**src/rtl/core/imu_bcs_pkg.sv**
```systemverilog
// package: shared types, widths and constants of the imu bias calibrate and scale core
package imu_bcs_pkg;

   localparam int NUM_AXES  = 6;
   localparam int NUM_ACCEL = 3;
   localparam int NUM_GYRO  = NUM_AXES - NUM_ACCEL;

   localparam int RAW_W     = 16;
   localparam int COR_W     = RAW_W + 1;
   localparam int ACC_OUT_W = 6;
   localparam int GYR_OUT_W = 12;

   localparam int RAW_SPAN    = 32768;
   localparam int OFFSET_MAX  = 32767;
   localparam int CAL_SAMPLES = 1000;

   localparam int SUM_W = $clog2(CAL_SAMPLES * RAW_SPAN) + 1;
   localparam int CNT_W = $clog2(CAL_SAMPLES + 1);

   // mean by reciprocal multiply, exact for any magnitude below 2**SUM_W
   localparam int RECIP_SHIFT = SUM_W + $clog2(CAL_SAMPLES);
   localparam int RECIP_W     = SUM_W + 1;
   localparam int MEAN_PROD_W = SUM_W + RECIP_W;
   localparam int QUO_W       = RAW_W + 1;
   localparam logic [RECIP_W-1:0] MEAN_RECIP =
      RECIP_W'(((64'd1 << RECIP_SHIFT) + 64'(CAL_SAMPLES) - 64'd1) / 64'(CAL_SAMPLES));

   localparam int GAIN       = 4;
   localparam int GAIN_SHIFT = $clog2(GAIN);
   localparam int ACCEL_DIV  = 16384;
   localparam int GYRO_DIV   = 131;

   localparam int ACCEL_SHIFT = $clog2(ACCEL_DIV) - GAIN_SHIFT;
   localparam int ACCEL_BIAS  = (1 << ACCEL_SHIFT) - 1;

   localparam int GYRO_N_W    = COR_W + GAIN_SHIFT;
   localparam int GYRO_SHIFT  = GYRO_N_W + $clog2(GYRO_DIV);
   localparam int GYRO_RECIP_W = GYRO_N_W + 1;
   localparam int GYRO_PROD_W = GYRO_N_W + GYRO_RECIP_W;
   localparam logic [GYRO_RECIP_W-1:0] GYRO_RECIP =
      GYRO_RECIP_W'(((64'd1 << GYRO_SHIFT) + 64'(GYRO_DIV) - 64'd1) / 64'(GYRO_DIV));

   typedef enum logic [1:0] {
      PH_CAL,
      PH_DIV_MUL,
      PH_DIV_FIX,
      PH_RUN
   } phase_type;

   typedef struct packed {
      logic accum;
      logic mul_en;
      logic fix_en;
      logic load;
   } lane_ctrl_type;

endpackage

```
**src/rtl/core/imu_bcs_lane.sv**
```systemverilog
// one axis lane: calibration sum, offset by reciprocal multiply, bias correction stage
module imu_bcs_lane import imu_bcs_pkg::*; (
   input  logic                    clock,
   input  logic                    reset,
   input  lane_ctrl_type           ctrl,
   input  logic signed [RAW_W-1:0] raw,
   output logic signed [COR_W-1:0] cor
);

   logic signed [SUM_W-1:0]       sum_ff, sum_in;
   logic signed [RAW_W-1:0]       offset_ff, offset_in;
   logic [MEAN_PROD_W-1:0]        prod_ff, prod_in;
   logic                          neg_ff;
   logic signed [COR_W-1:0]       cor_ff;
   logic [SUM_W-1:0]              mag;
   logic [QUO_W-1:0]              quo;

   assign sum_in  = sum_ff + SUM_W'(raw);
   assign mag     = sum_ff[SUM_W-1] ? SUM_W'(-sum_ff) : SUM_W'(sum_ff);
   assign prod_in = MEAN_PROD_W'(mag) * MEAN_PROD_W'(MEAN_RECIP);
   assign quo     = QUO_W'(prod_ff >> RECIP_SHIFT);

   // negated mean, saturated where the mean is the most negative value
   always_comb begin
      if (neg_ff) begin
         if (quo > QUO_W'(OFFSET_MAX)) begin
            offset_in = RAW_W'(OFFSET_MAX);
         end else begin
            offset_in = RAW_W'(quo);
         end
      end else begin
         offset_in = RAW_W'(-quo);
      end
   end

   always_ff @(posedge clock) begin
      if (reset) begin
         sum_ff    <= '0;
         offset_ff <= '0;
      end else begin
         if (ctrl.accum) begin
            sum_ff <= sum_in;
         end
         if (ctrl.fix_en) begin
            offset_ff <= offset_in;
         end
      end
   end

   always_ff @(posedge clock) begin
      if (ctrl.mul_en) begin
         prod_ff <= prod_in;
         neg_ff  <= sum_ff[SUM_W-1];
      end
      if (ctrl.load) begin
         cor_ff <= COR_W'(raw) + COR_W'(offset_ff);
      end
   end

   assign cor = cor_ff;

endmodule

```
**config.mk**
```make
export PLATFORM = sky130hd
export DESIGN_NAME = imu_bcs_lane
export DESIGN_NICKNAME = d
export VERILOG_FILES = /design/src/rtl/core/imu_bcs_pkg.sv /design/src/rtl/core/imu_bcs_lane.sv
export SDC_FILE = /design/constraint.sdc
export NUM_CORES = 1
export LEC_CHECK = 0
export ABC_AREA = 1
export BUFFER_PORTS_ARGS = -buffer_cell sky130_fd_sc_hd__buf_4
export CORE_ASPECT_RATIO = 0.75
export CORE_UTILIZATION = 55
export CTS_BUF_LIST = sky130_fd_sc_hd__clkbuf_16
export DETAILED_ROUTE_END_ITERATION = 12
export GPL_TIMING_DRIVEN = 0
export HOLD_SLACK_MARGIN = 0.05
export PLACE_DENSITY = 0.81
export SLEW_MARGIN = 10
export SYNTH_ARGS = -nofsm -noshare
export SYNTH_HDL_FRONTEND = slang
export SYNTH_SLANG_ARGS = --single-unit
```
**constraint.sdc**
```tcl
create_clock -name clock -period 7.81 [get_ports clock]
set_clock_uncertainty 0.2 [all_clocks]
set_input_delay 1.1715 -clock clock [delete_from_list [all_inputs] [get_ports clock]]
set_output_delay 1.1715 -clock clock [all_outputs]
set_load 0.1 [all_outputs]
```
==> impl_results.md <==
* CTS tree: built
* Grt total ovfl at 0
* Vias at 15,300
* # Max-Cap Violations at 0
* CP max-delay cell: fa_1
* Post-Syn Nets at 2,782
* CTS Root Cell: clkbuf_16
* Post-route DRC at 0
* Main combinational cell family by area after synthesis: adder cells
* Synth Warn # at 0
* Fin Hold WS at 0.254 ns
* Final ANT Viol Nets at 0
* Total GRT Usage at 0.322
* Final Slew Violations at 0
* Tmin final at 7.66 ns
* Worst relative slew slack at 0.327
* CP Launch Type: flip-flop
* Most frequent cells after synthesis: 556 x inv_1, 351 x nand2_1, 312 x ha_1, 217 x fa_1, 160 x nor2_1
* Core Region at 31,200 µm²
* TritonCTS Sinks at 77
* Fraction of the cycle the final worst path needs at 0.981
* WL final at 51,400 µm
* Via/cell ratio at 5.57
* First-pass GRT wire length at 80,400 µm
* Later-pin clock latency in the skew report at 0.36 ns
* Initial core utilization at 0.559
* Mux contribution to synthesized area at 0
* Slew @ Worst Pin at 1.01 ns
* CTS clk-pin slew, worst paths at 0.06 ns
* TritonRoute pass-1 iters at 6
* Synthesis-to-layout area growth at 11.7%
* Synth area leaders: fa_1 25%, ha_1 22%, inv_1 12%
* DP HPWL at 43,200 µm
* Simple-Gate Fraction of Synth Area at 0.172
* Synthesized area per cell at 7.81 µm²
* Largest net degree at the start of global routing at 19
* Critical Path Fanout Max at 5
* DRT iter0 DRCs at 1,394
* Delay-heaviest family, CP: adder cells
* Primary FF master, synth: dfxtp_1
* Die X at 207 µm
* Nets at 2,880
* Register bit total from synthesis at 77
* Worst path max stage delay at 0.57 ns
* Vias in the first global route at 15,100
* Ant diodes at 0
* TritonCTS Buffers at 9
* Post-synthesis compound-gate area fraction at 0.0928
* RD Place Congestion at 0.996
* Post-Synth Adder-Cell Area at 0.474
* Fraction of registers with async set/reset at 0
* EDFF count, synth at 35
* IO Pins at 39
* H-tree depth at 3
* Max Root-Sink Buffers at 2
* Unique masters post-synth at 44
* Final Setup Violations at 0
* Mapped Cells at 2,231
* Worst Setup End Kind: flip-flop
* Routed len/inst at 18.8 µm
* Fmax at 0.131 GHz
* Layout cells sized above 1 at 0.0930
* Share of the synthesized area in the top cell type at 0.249
* CP Buf/Inv Count at 6
* Count leader, synth: inv_1
* Final count of hold timing violations at 0
* Syn Std Cell Area at 17,400 µm²
* Most common cell on crit path: fa_1
* CP Class: flip-flop to flip-flop
* Total die area at 32,400 µm²
* Cts hold-fix bufs at 0
* Yosys top cell by area: fa_1
* IO buf count at 36
* Fill cells at 2,580
* DIE HEIGHT at 156 µm
* FP Rows at 56
* Seq/Total Area, Yosys at 0.109
* XOR/XNOR share of the synthesized area at 0.0284
* Data required, critical path at 7.71 ns
* Initial antenna violation count at 0
* Hold WC Path Type: flip-flop to flip-flop
* Outcome: completed
* Crit path DAT at 7.56 ns
-- per-layer routing --
layer / global-route usage / wire length, µm / vias up / share of wire
met1: 0.488 / 24300 / 7340 / 0.47
met2: 0.467 / 21100 / 641 / 0.41
met5: 0 / 0 / - / 0
li1: - / - / 7211 / -
met3: 0.0811 / 5350 / 65 / 0.10
met4: 0.0466 / 758 / 0 / 0.015
-- cell usage in the layout, fill, tap and decap left out, types with 13 or more instances in the layout --
| master | instances |
|---|---|
| edfxtp_1 | 35 |
| dfxtp_1 | 40 |
| a21oi_1 | 129 |
| clkbuf_1 | 13 |
| nor2_1 | 149 |
| fa_1 | 209 |
| nand3_1 | 98 |
| ha_1 | 303 |
| nor3_1 | 27 |
| nand4_1 | 28 |
| xor2_1 | 31 |
| o21ai_0 | 83 |
| buf_4 | 84 |
| nand2_1 | 344 |
| o21ai_1 | 15 |
| inv_1 | 549 |
-- logic make-up (layout without fill, tap and decap cells) --
kind of cell    Yosys count  after routing
fa+ha+maj               529            529
buf+inv                 577            680
xor+xnor                 54             54
compound gates          295            295
flops                    77             77
simple gates            699            699
-- final cells by class --
type	count	area, µm²	share of cell area
multi-input cells	1577	13900	0.713
inverters	561	2110	0.109
flip-flops and latches	77	1900	0.0975
repair buffers	87	694	0.0357
well taps	406	508	0.0261
clock buffers	9	225	0.0116
clock inverters	7	72.6	0.00373
plain buffers	16	72.6	0.00373
-- timing repair --
item / 4_1_cts / 5_1_grt
gates resized for setup: 36 / 74
pin swaps: 6 / 39
endpoints found under the setup margin: 17 / 17
buffers inserted: 8 / 41
-- metrics by stage --
step / setup TNS, ns / utilization / worst slack [ns] / cells / area (µm²)
floorplan: 0 / - / 0.532 / 2231 / 17400
global placement: -15.68 / 0.584 / -1.15 / 2673 / 18200
detailed placement: -17.57 / 0.586 / -1.27 / 2675 / 18300
CTS: -0.0736 / 0.604 / -0.0736 / 2699 / 18800
global route: -0.672 / 0.624 / -0.0661 / 2740 / 19500
finish: 0 / 0.624 / 0.152 / 2740 / 19500
-- worst paths after layout --
check                                 from           to  slack (ns)  cells after the start
worst min-delay path            sum_ff[25]       neg_ff        0.25                      0
worst max-delay path             sum_ff[0]  prod_ff[37]        0.15                     27
worst max register to register   sum_ff[0]  prod_ff[37]        0.15                     27
worst min register to register  sum_ff[25]       neg_ff        0.25                      0
-- flip-flops by register name, summed over array words and instances, names as in the netlist --
signal     count
cor           17
neg_ff         1
offset_ff     16
sum_ff        26
prod_ff       17
Power is left out: the tool's default activity adds up to more than one toggle a clock period on the data nets, which glitch-free logic cannot reach.
