## config.mk

```make
export PLATFORM = sky130hd
export DESIGN_NAME = imu_bcs_merge_flat
export DESIGN_NICKNAME = d
export VERILOG_FILES = /design/src/rtl/core/imu_bcs_pkg.sv /design/src/rtl/core/imu_bcs_if.sv /design/src/rtl/core/imu_bcs_merge.sv /design/src/flat_wrapper.sv
export SDC_FILE = /design/constraint.sdc
export NUM_CORES = 1
export LEC_CHECK = 0
export ABC_CLOCK_PERIOD_IN_PS = 7800
export BUFFER_PORTS_ARGS = -buffer_cell sky130_fd_sc_hd__buf_2
export CORE_ASPECT_RATIO = 0.7
export CORE_MARGIN = 2
export CORE_UTILIZATION = 35
export CTS_CLUSTER_DIAMETER = 200
export DETAILED_ROUTE_END_ITERATION = 16
export GPL_TIMING_DRIVEN = 0
export PLACE_DENSITY = 0.51
export REMOVE_ABC_BUFFERS = 1
export SETUP_SLACK_MARGIN = 0.4
export SYNTH_ARGS = -nofsm -noshare
export SYNTH_HDL_FRONTEND = slang
export SYNTH_SLANG_ARGS = --single-unit
```

## constraint.sdc

```tcl
create_clock -name clock -period 7.8 [get_ports clock]
set_input_delay 1.17 -clock clock [delete_from_list [all_inputs] [get_ports clock]]
set_output_delay 1.17 -clock clock [all_outputs]
set_load 0.01 [all_outputs]
```

## src/rtl/core/imu_bcs_pkg.sv

```systemverilog
// package: shared types, widths and constants of the imu bias calibrate and scale core
package imu_bcs_pkg;

   localparam int NUM_AXES  = 6;
   localparam int NUM_ACCEL = 3;
   localparam int NUM_GYRO  = NUM_AXES - NUM_ACCEL;

   localparam int RAW_W     = 16;
   localparam int COR_W     = RAW_W + 1;
   localparam int ACC_OUT_W = 6;
   localparam int GYR_OUT_W = 12;

   localparam int RAW_SPAN    = 32768;
   localparam int OFFSET_MAX  = 32767;
   localparam int CAL_SAMPLES = 1000;

   localparam int SUM_W = $clog2(CAL_SAMPLES * RAW_SPAN) + 1;
   localparam int CNT_W = $clog2(CAL_SAMPLES + 1);

   // mean by reciprocal multiply, exact for any magnitude below 2**SUM_W
   localparam int RECIP_SHIFT = SUM_W + $clog2(CAL_SAMPLES);
   localparam int RECIP_W     = SUM_W + 1;
   localparam int MEAN_PROD_W = SUM_W + RECIP_W;
   localparam int QUO_W       = RAW_W + 1;
   localparam logic [RECIP_W-1:0] MEAN_RECIP =
      RECIP_W'(((64'd1 << RECIP_SHIFT) + 64'(CAL_SAMPLES) - 64'd1) / 64'(CAL_SAMPLES));

   localparam int GAIN       = 4;
   localparam int GAIN_SHIFT = $clog2(GAIN);
   localparam int ACCEL_DIV  = 16384;
   localparam int GYRO_DIV   = 131;

   localparam int ACCEL_SHIFT = $clog2(ACCEL_DIV) - GAIN_SHIFT;
   localparam int ACCEL_BIAS  = (1 << ACCEL_SHIFT) - 1;

   localparam int GYRO_N_W    = COR_W + GAIN_SHIFT;
   localparam int GYRO_SHIFT  = GYRO_N_W + $clog2(GYRO_DIV);
   localparam int GYRO_RECIP_W = GYRO_N_W + 1;
   localparam int GYRO_PROD_W = GYRO_N_W + GYRO_RECIP_W;
   localparam logic [GYRO_RECIP_W-1:0] GYRO_RECIP =
      GYRO_RECIP_W'(((64'd1 << GYRO_SHIFT) + 64'(GYRO_DIV) - 64'd1) / 64'(GYRO_DIV));

   typedef enum logic [1:0] {
      PH_CAL,
      PH_DIV_MUL,
      PH_DIV_FIX,
      PH_RUN
   } phase_type;

   typedef struct packed {
      logic accum;
      logic mul_en;
      logic fix_en;
      logic load;
   } lane_ctrl_type;

endpackage

```

## src/rtl/core/imu_bcs_if.sv

```systemverilog


interface imu_bcs_rsp_if import imu_bcs_pkg::*; ();
   logic                        valid;
   logic                        ready;
   logic signed [ACC_OUT_W-1:0] accel_x_scaled;
   logic signed [ACC_OUT_W-1:0] accel_y_scaled;
   logic signed [ACC_OUT_W-1:0] accel_z_scaled;
   logic signed [GYR_OUT_W-1:0] gyro_x_scaled;
   logic signed [GYR_OUT_W-1:0] gyro_y_scaled;
   logic signed [GYR_OUT_W-1:0] gyro_z_scaled;

   modport source (output valid, accel_x_scaled, accel_y_scaled, accel_z_scaled,
                   gyro_x_scaled, gyro_y_scaled, gyro_z_scaled, input ready);
   modport sink (input valid, accel_x_scaled, accel_y_scaled, accel_z_scaled,
                 gyro_x_scaled, gyro_y_scaled, gyro_z_scaled, output ready);
endinterface

```

## src/rtl/core/imu_bcs_merge.sv

```systemverilog
// merge stage: per-axis scaling of the corrected lanes and the response register
module imu_bcs_merge import imu_bcs_pkg::*; (
   input  logic                    clock,
   input  logic                    reset,
   input  logic                    in_valid,
   output logic                    in_ready,
   input  logic signed [COR_W-1:0] cor [NUM_AXES],
   imu_bcs_rsp_if.source           rsp_bus
);

   logic                          b_valid_ff, b_valid_in;
   logic                          out_valid_ff, out_valid_in;
   logic                          b_ready, c_ready;

   logic signed [ACC_OUT_W-1:0]   acc_in [NUM_ACCEL];
   logic signed [ACC_OUT_W-1:0]   acc_ff [NUM_ACCEL];
   logic [GYRO_PROD_W-1:0]        gprod_in [NUM_GYRO];
   logic [GYRO_PROD_W-1:0]        gprod_ff [NUM_GYRO];
   logic                          gneg_ff [NUM_GYRO];
   logic signed [ACC_OUT_W-1:0]   acc_out_ff [NUM_ACCEL];
   logic signed [GYR_OUT_W-1:0]   gyr_out_in [NUM_GYRO];
   logic signed [GYR_OUT_W-1:0]   gyr_out_ff [NUM_GYRO];

   assign c_ready  = !out_valid_ff || rsp_bus.ready;
   assign b_ready  = !b_valid_ff || c_ready;
   assign in_ready = b_ready;

   assign b_valid_in   = b_ready ? in_valid : b_valid_ff;
   assign out_valid_in = c_ready ? b_valid_ff : out_valid_ff;

   // accel: shift with round toward zero
   always_comb begin
      logic signed [COR_W-1:0] biased;
      logic signed [COR_W-1:0] shifted;
      for (int i = 0; i < NUM_ACCEL; i++) begin
         biased    = cor[i] + (cor[i][COR_W-1] ? COR_W'(ACCEL_BIAS) : COR_W'(0));
         shifted   = biased >>> ACCEL_SHIFT;
         acc_in[i] = shifted[ACC_OUT_W-1:0];
      end
   end

   // gyro: magnitude times gain, then reciprocal multiply
   always_comb begin
      logic [COR_W-1:0]    gmag;
      logic [GYRO_N_W-1:0] gnum;
      for (int g = 0; g < NUM_GYRO; g++) begin
         gmag = cor[NUM_ACCEL+g][COR_W-1] ? COR_W'(-cor[NUM_ACCEL+g])
                                          : COR_W'(cor[NUM_ACCEL+g]);
         gnum = {gmag, GAIN_SHIFT'(0)};
         gprod_in[g] = GYRO_PROD_W'(gnum) * GYRO_PROD_W'(GYRO_RECIP);
      end
   end

   always_comb begin
      logic [GYR_OUT_W-1:0] q;
      for (int g = 0; g < NUM_GYRO; g++) begin
         q = GYR_OUT_W'(gprod_ff[g] >> GYRO_SHIFT);
         gyr_out_in[g] = gneg_ff[g] ? GYR_OUT_W'(-q) : GYR_OUT_W'(q);
      end
   end

   always_ff @(posedge clock) begin
      if (reset) begin
         b_valid_ff   <= 1'b0;
         out_valid_ff <= 1'b0;
      end else begin
         b_valid_ff   <= b_valid_in;
         out_valid_ff <= out_valid_in;
      end
   end

   always_ff @(posedge clock) begin
      if (b_ready) begin
         for (int i = 0; i < NUM_ACCEL; i++) begin
            acc_ff[i] <= acc_in[i];
         end
         for (int g = 0; g < NUM_GYRO; g++) begin
            gprod_ff[g] <= gprod_in[g];
            gneg_ff[g]  <= cor[NUM_ACCEL+g][COR_W-1];
         end
      end
      if (c_ready) begin
         for (int i = 0; i < NUM_ACCEL; i++) begin
            acc_out_ff[i] <= acc_ff[i];
         end
         for (int g = 0; g < NUM_GYRO; g++) begin
            gyr_out_ff[g] <= gyr_out_in[g];
         end
      end
   end

   assign rsp_bus.valid          = out_valid_ff;
   assign rsp_bus.accel_x_scaled = acc_out_ff[0];
   assign rsp_bus.accel_y_scaled = acc_out_ff[1];
   assign rsp_bus.accel_z_scaled = acc_out_ff[2];
   assign rsp_bus.gyro_x_scaled  = gyr_out_ff[0];
   assign rsp_bus.gyro_y_scaled  = gyr_out_ff[1];
   assign rsp_bus.gyro_z_scaled  = gyr_out_ff[2];

endmodule

```

## src/flat_wrapper.sv

```systemverilog
// flat-port wrapper written by rule: the top's interface ports become plain ports
module imu_bcs_merge_flat import imu_bcs_pkg::*;
  (clock, reset, in_valid, in_ready, cor, rsp_bus_valid, rsp_bus_accel_x_scaled, rsp_bus_accel_y_scaled, rsp_bus_accel_z_scaled, rsp_bus_gyro_x_scaled, rsp_bus_gyro_y_scaled, rsp_bus_gyro_z_scaled, rsp_bus_ready);
  imu_bcs_rsp_if rsp_bus_i ();
  input  logic clock;
  input  logic reset;
  input  logic in_valid;
  output logic in_ready;
  input  logic signed [COR_W-1:0] cor[NUM_AXES];
  output wire logic [$bits(rsp_bus_i.valid)-1:0] rsp_bus_valid;
  output wire logic [$bits(rsp_bus_i.accel_x_scaled)-1:0] rsp_bus_accel_x_scaled;
  output wire logic [$bits(rsp_bus_i.accel_y_scaled)-1:0] rsp_bus_accel_y_scaled;
  output wire logic [$bits(rsp_bus_i.accel_z_scaled)-1:0] rsp_bus_accel_z_scaled;
  output wire logic [$bits(rsp_bus_i.gyro_x_scaled)-1:0] rsp_bus_gyro_x_scaled;
  output wire logic [$bits(rsp_bus_i.gyro_y_scaled)-1:0] rsp_bus_gyro_y_scaled;
  output wire logic [$bits(rsp_bus_i.gyro_z_scaled)-1:0] rsp_bus_gyro_z_scaled;
  input wire logic [$bits(rsp_bus_i.ready)-1:0] rsp_bus_ready;
  assign rsp_bus_valid = rsp_bus_i.valid;
  assign rsp_bus_accel_x_scaled = rsp_bus_i.accel_x_scaled;
  assign rsp_bus_accel_y_scaled = rsp_bus_i.accel_y_scaled;
  assign rsp_bus_accel_z_scaled = rsp_bus_i.accel_z_scaled;
  assign rsp_bus_gyro_x_scaled = rsp_bus_i.gyro_x_scaled;
  assign rsp_bus_gyro_y_scaled = rsp_bus_i.gyro_y_scaled;
  assign rsp_bus_gyro_z_scaled = rsp_bus_i.gyro_z_scaled;
  assign rsp_bus_i.ready = rsp_bus_ready;
  imu_bcs_merge u_core (.clock(clock), .reset(reset), .in_valid(in_valid), .in_ready(in_ready), .cor(cor), .rsp_bus(rsp_bus_i));
endmodule
```

==> results of run 1 <==
-- final timing paths --
check                         startpoint                  endpoint  cells past startpoint
hold / removal       u_core.acc_ff[0][1]   u_core.acc_out_ff[0][1]                      0
setup reg to reg  u_core.gprod_ff[0][64]  u_core.gyr_out_ff[0][21]                      5
hold reg to reg      u_core.acc_ff[0][1]   u_core.acc_out_ff[0][1]                      0
setup / recovery                  cor[4]   u_core.gprod_ff[0][107]                     27
-- what timing repair did --
action / in CTS / in global routing
resized for setup: 206 / 107
hold buffers: 0 / 0
setup buffers: 60 / 36
pin swaps: 118 / 105
endpoints found under the setup margin: 36 / 36
-- layout make-up --
class	instances	area, um2
well taps	829	1040
multi-input cells	1517	18700
inverters	576	2180
repair buffers	260	1670
fillers	6064	36300
clock inverters	6	55.1
clock buffers	10	229
flip-flops and latches	107	3190
-- per-stage QoR --
stage | setup WS, ns | instance area (um2) | hold WS, ns
global placement | -2.31 | 24300 | 0.402
floorplan | -0.240 | 22400 | 0.400
global route | -0.0844 | 27100 | 0.429
detailed placement | -2.31 | 24300 | 0.405
CTS | 0.118 | 26300 | 0.424
finish | 0.0597 | 27100 | 0.424
-- metal layers --
metal / wire length, um / share of wire (%) / vias to the layer above / track usage [%]
met2: 22300 / 40 / 321 / 24.5
met1: 29400 / 53 / 7714 / 26.7
met4: 286 / 0.51 / 0 / 1.97
li1: - / - / 7795 / -
met3: 3860 / 6.9 / 19 / 4.04
met5: 0 / 0 / - / 0
-- state kept, by name, indices dropped and copies added, names as in the netlist --
signal / count
u_core.gprod_ff: 36
u_core.gyr_out_ff: 36
u_core.acc_ff: 15
u_core.acc_out_ff: 15
u_core.gneg_ff: 3
u_core.b_valid_ff: 1
u_core.rsp_bus.valid: 1
-- cells in the mapped netlist, types with 3 or more instances --
cell type    n
o41ai_1     12
o21ai_0     58
or2_2       14
a31o_2       5
and3_1      10
o21a_1       6
or4_1        9
inv_1      575
nand2_1     73
a21o_1      39
and4_1       5
o31ai_1     17
xor2_1      29
o211ai_1    10
and2_1       9
a31oi_1     14
a211oi_1    10
xnor2_1    104
nor4_1       4
nand3_1     31
nor2_1      42
edfxtp_1   105
a21oi_1     55
nand2b_1    15
a2111oi_0    5
a211o_1      6
buf_4        3
clkbuf_1    13
nor4b_1      4
nor3_1      10
nand4_1     28
o22ai_1      3
o21bai_1     6
ha_1       519
fa_1       303
or3_1       15
nor2b_1      9
-- kinds of logic after synthesis --
| family | synth area share (%) |
|---|---|
| AO/OA/AOI/OAI | 8.01 |
| flip-flops | 14.2 |
| buffers and inverters | 9.94 |
| AND/OR/NAND/NOR | 6.76 |
| XOR/XNOR | 5.17 |
| adder cells (fa/ha/maj) | 55.8 |
| multiplexers | 0.145 |
==> results.toml, run 1 <==
[global_routing]
grtUsageTotal_pct = 17.2
grt_max_degree = 38
grt_pass1_wl_um = 90800
grt_overflow = 0
antenna_found_initial = 0
grt_pass1_vias = 16700

[route]
wl_per_cell_um = 16.9
vias = 15800
drtPass1Iterations = 5
wl_um = 55800
ant_nets = 0
via_per_inst = 4.80
drc = 0
drt-initial-drc-count = 946

[die]
io_pins = 162
core.rowCount = 77
fp.dieH_um = 216
die_area_um2 = 66400
core_area_um2 = 63400
start_util_pct = 35.5
die_w_um = 307

[worst_setup_path]
critPathSlowestCell = "fa_2"
crit_top_cell = "buf_6"
cp.arrival_ns = 7.84
path_buf_inv = 6
critPathMaxStageDelay_ns = 0.56
critPathLaunchType = "input pin"
rrSetupSlack_ns = 5.97
crit_fanout = 3
critPathKind = "input pin to flip-flop"
cp_top_family = "adder cells"
end_kind = "flip-flop"
required_ns = 7.90

[final_layout]
layout_commonest_cell = "inv_1"
antennaDiodeCount = 0
syn_to_final_growth_pct = 20.2
fin_util_pct = 42.7
layout-drive-gt1-share_pct = 20.8
final_cell_mix = "inv_1 (551), ha_1 (480), fa_1 (286)"
final_cells = 3305
nets = 3399

[synth]
ys_seq_area_share_pct = 14.2
synth.area.top_cells = "ha_1 (29%), fa_1 (27%), edfxtp_1 (14%)"
synth_top_area_cell = "ha_1"
synth_edf_count = 105
synthArstFlopShare_pct = 0
synth_flop_cell = "edfxtp_1"
synth_top_cell_area_share_pct = 28.8
synth_area_um2 = 22500
synth_cells = 2217
ys_warn_count = 0
syn_avg_cell_area_um2 = 10.2
ys_ff_latch = 107
ys_types = 66

[clock_tree]
htreeDepth = 3
clkTransAtPathRegs_ns = 0.08
cts_root_buffer = "clkbuf_16"
cts_buffers = 9
cts_buffer_depth = 2
clk_latency_ns = 0.35
cts_tree = "yes"
clock_sinks = 107

[placement]
dpl.hpwl_um = 48000
place.gp.congestion = 0.901
dp_cells = 3193
io_buffers = 161

[sta]
min_period_ns = 7.74
slew_headroom_pct = 14.0
skew_ns = 0.0129
rsz0062_at_grt = "yes"
fin_tns_setup_ns = 0
worst_pin_slew_ns = 1.28
finalMaxSlewViolations = 0
hold_viol = 0
max_freq_ghz = 0.129
setup_viol = 0
post-route-period-util_pct = 99.2

[hold_path]
min_path_type = "flip-flop to flip-flop"

[status]
status = "finished, final reports clean"

[flow_run]
max-cap-violations = 0
Power of run 1 is not shown: default switching activity piles up to over one toggle a cycle in this logic, so the estimate is an artifact.
==> run 2, diff against run 1 <==
--- a/config.mk
+++ b/config.mk
@@ -5,6 +5,7 @@
 export SDC_FILE = /design/constraint.sdc
 export NUM_CORES = 1
 export LEC_CHECK = 0
+export ABC_AREA = 1
 export ABC_CLOCK_PERIOD_IN_PS = 7800
 export BUFFER_PORTS_ARGS = -buffer_cell sky130_fd_sc_hd__buf_2
 export CORE_ASPECT_RATIO = 0.7
==> run 2 against run 1 <==
Clock skew fell by 0.0047 ns. Hold slack lost 0.0029 ns. Sequential share of layout area decreased by 0.26 points. Critical path depth down 2. Global-route usage rose by 0.45 points. Cell count up 25%. Critical path type unchanged. Largest cell class unchanged.
==> results.toml, run 2 <==
[status]
status = "finished, final reports clean"

[worst_setup_path]
cp_top_family = "adder cells"
reg2reg_depth = 8
critPathLaunchType = "input pin"
path_buf_inv = 6
rrSetupSlack_ns = 6.09
required_ns = 7.91
rr_startpoint = "u_core.gprod_ff[0][62]"
critPathSlowestCell = "fa_2"
critPathKind = "input pin to flip-flop"
cp.arrival_ns = 7.26
timing.rr.end = "u_core.gyr_out_ff[0][22]"
critPathMaxStageDelay_ns = 0.62
crit_fanout = 6
end_kind = "flip-flop"

[die]
core.rowCount = 81
io_pins = 162
fp.dieH_um = 227
die_area_um2 = 73400
die_w_um = 323
start_util_pct = 35.5
core_area_um2 = 70100

[route]
drc = 0
vias = 18900
drtPass1Iterations = 6
ant_nets = 0
via_per_inst = 4.57
wl_per_cell_um = 15.3
wl_um = 63300
drt-initial-drc-count = 1040

[global_routing]
grtUsageTotal_pct = 17.6
grt_pass1_vias = 18100
antenna_found_initial = 5
grt_pass1_wl_um = 101000
grt_max_degree = 42
grt_overflow = 0

[synth]
synth_area_um2 = 24900
yosysMostFrequentCell = "inv_1"
ys_warn_count = 0
synth_top_cell_area_share_pct = 26.1
synth.area.top_cells = "ha_1 (26%), fa_1 (24%), edfxtp_1 (13%)"
ys_ff_latch = 107
synthTopCellsByCount = "inv_1 (736), ha_1 (519), nand2_1 (494)"
synth_cells = 2989
synth_edf_count = 105
synthArstFlopShare_pct = 0
synth_flop_cell = "edfxtp_1"
ys_types = 44
syn_avg_cell_area_um2 = 8.33
synth_top_area_cell = "ha_1"
ys_seq_area_share_pct = 12.8

[sta]
min_period_ns = 7.15
skew_ns = 0.00820
max_freq_ghz = 0.140
slew_headroom_pct = 17.3
setup_viol = 0
worst_pin_slew_ns = 1.23
timing.final.ws_setup_ns = 0.650
rsz0062_at_grt = "no"
finalMaxSlewViolations = 0
hold_viol = 0
post-route-period-util_pct = 91.7

[hold_path]
hold_start = "u_core.acc_ff[0][11]"
min_path_type = "flip-flop to flip-flop"
min_path_cells = 0
min_to = "u_core.acc_out_ff[0][11]"

[final_layout]
layout-drive-gt1-share_pct = 9.63
final_cells = 4133
reg.largest.list = "u_core.gprod_ff (36), u_core.gyr_out_ff (36)"
nFillCells = 7371
nets = 4102
antennaDiodeCount = 0
fin_util_pct = 39.5
syn_to_final_growth_pct = 11.1
layout_commonest_cell = "inv_1"
final_cell_mix = "inv_1 (733), ha_1 (519), nand2_1 (493)"

[placement]
dp_cells = 4098
dpl.hpwl_um = 56700
place.gp.congestion = 0.899
place_worst_setup_slack_ns = -0.236
io_buffers = 161

[flow_run]
max-cap-violations = 0

[clock_tree]
cts_buffer_depth = 2
clock_sinks = 107
cts_buffers = 9
clk_latency_ns = 0.35
cts_root_buffer = "clkbuf_16"
clkTransAtPathRegs_ns = 0.08
cts_tree = "yes"
htreeDepth = 3
==> run 2: cell count changes after synthesis, moves of 71 or more <==
cell and change:
nand2_1 +421, nor2_1 +158, inv_1 +161, nand3_1 +71, xnor2_1 -79, a21oi_1 +91
==> run 2: repair_timing <==
item,4_1_cts,5_1_grt
pin swaps,1,4
endpoints found under the setup margin,30,36
gates cloned,0,0
buffers inserted,1,18
gates resized for setup,8,38
endpoints found under the hold margin,0,0
hold buffers,0,0
==> run 2: worst max-delay path by stage <==
stage                        from                       to  slack (ns)  cells past startpoint
after global placement    cor[34]   u_core.gprod_ff[0][36]       -0.23                     26
after CTS                 cor[34]   u_core.gprod_ff[0][36]        0.42                     29
after global routing      cor[34]   u_core.gprod_ff[0][36]        0.41                     31
after floorplan           cor[17]   u_core.gprod_ff[0][67]        1.08                     26
after detailed placement   cor[0]  u_core.gprod_ff[0][107]       -0.24                     24
final                      cor[0]  u_core.gprod_ff[0][107]        0.65                     25
==> run 2: per-layer routing <==
layer  vias up  global-route usage (%)  part of all wire (%)
met5         -                       0                 0.028
met4         2                    1.13                  0.23
met3        10                    2.14                   5.6
met2       390                    23.4                    37
met1      8725                    30.3                    58
li1       9742                       -                     -
==> run 2: final cells by class <==
type                    instances  area, um2  area share, %
repair buffers                182        996           3.60
clock inverters                 7       58.8          0.212
clock buffers                   9        225          0.814
well taps                     954       1190           4.31
flip-flops and latches        107       3190           11.5
inverters                     752       2830           10.2
multi-input cells            2122      19200           69.3
==> run 2: cell families after synthesis <==
group | Yosys count | synth area share (%)
fa+ha+maj | 822 | 50.4
compound gates | 298 | 6.65
flops | 107 | 12.8
xor+xnor | 87 | 3.06
simple gates | 915 | 15.5
buf+inv | 760 | 11.5
==> run 2: through the flow <==
step	hold slack [ns]	cell area (um2)	TNS (ns)
2_1_floorplan	0.400	24900	0
3_3_place_gp	0.403	26900	-2.62
3_5_place_dp	0.405	26900	-2.67
4_1_cts	0.422	27300	0
5_1_grt	0.431	27700	0
6_report	0.421	27700	0
Power of run 2 is left out for the same reason.
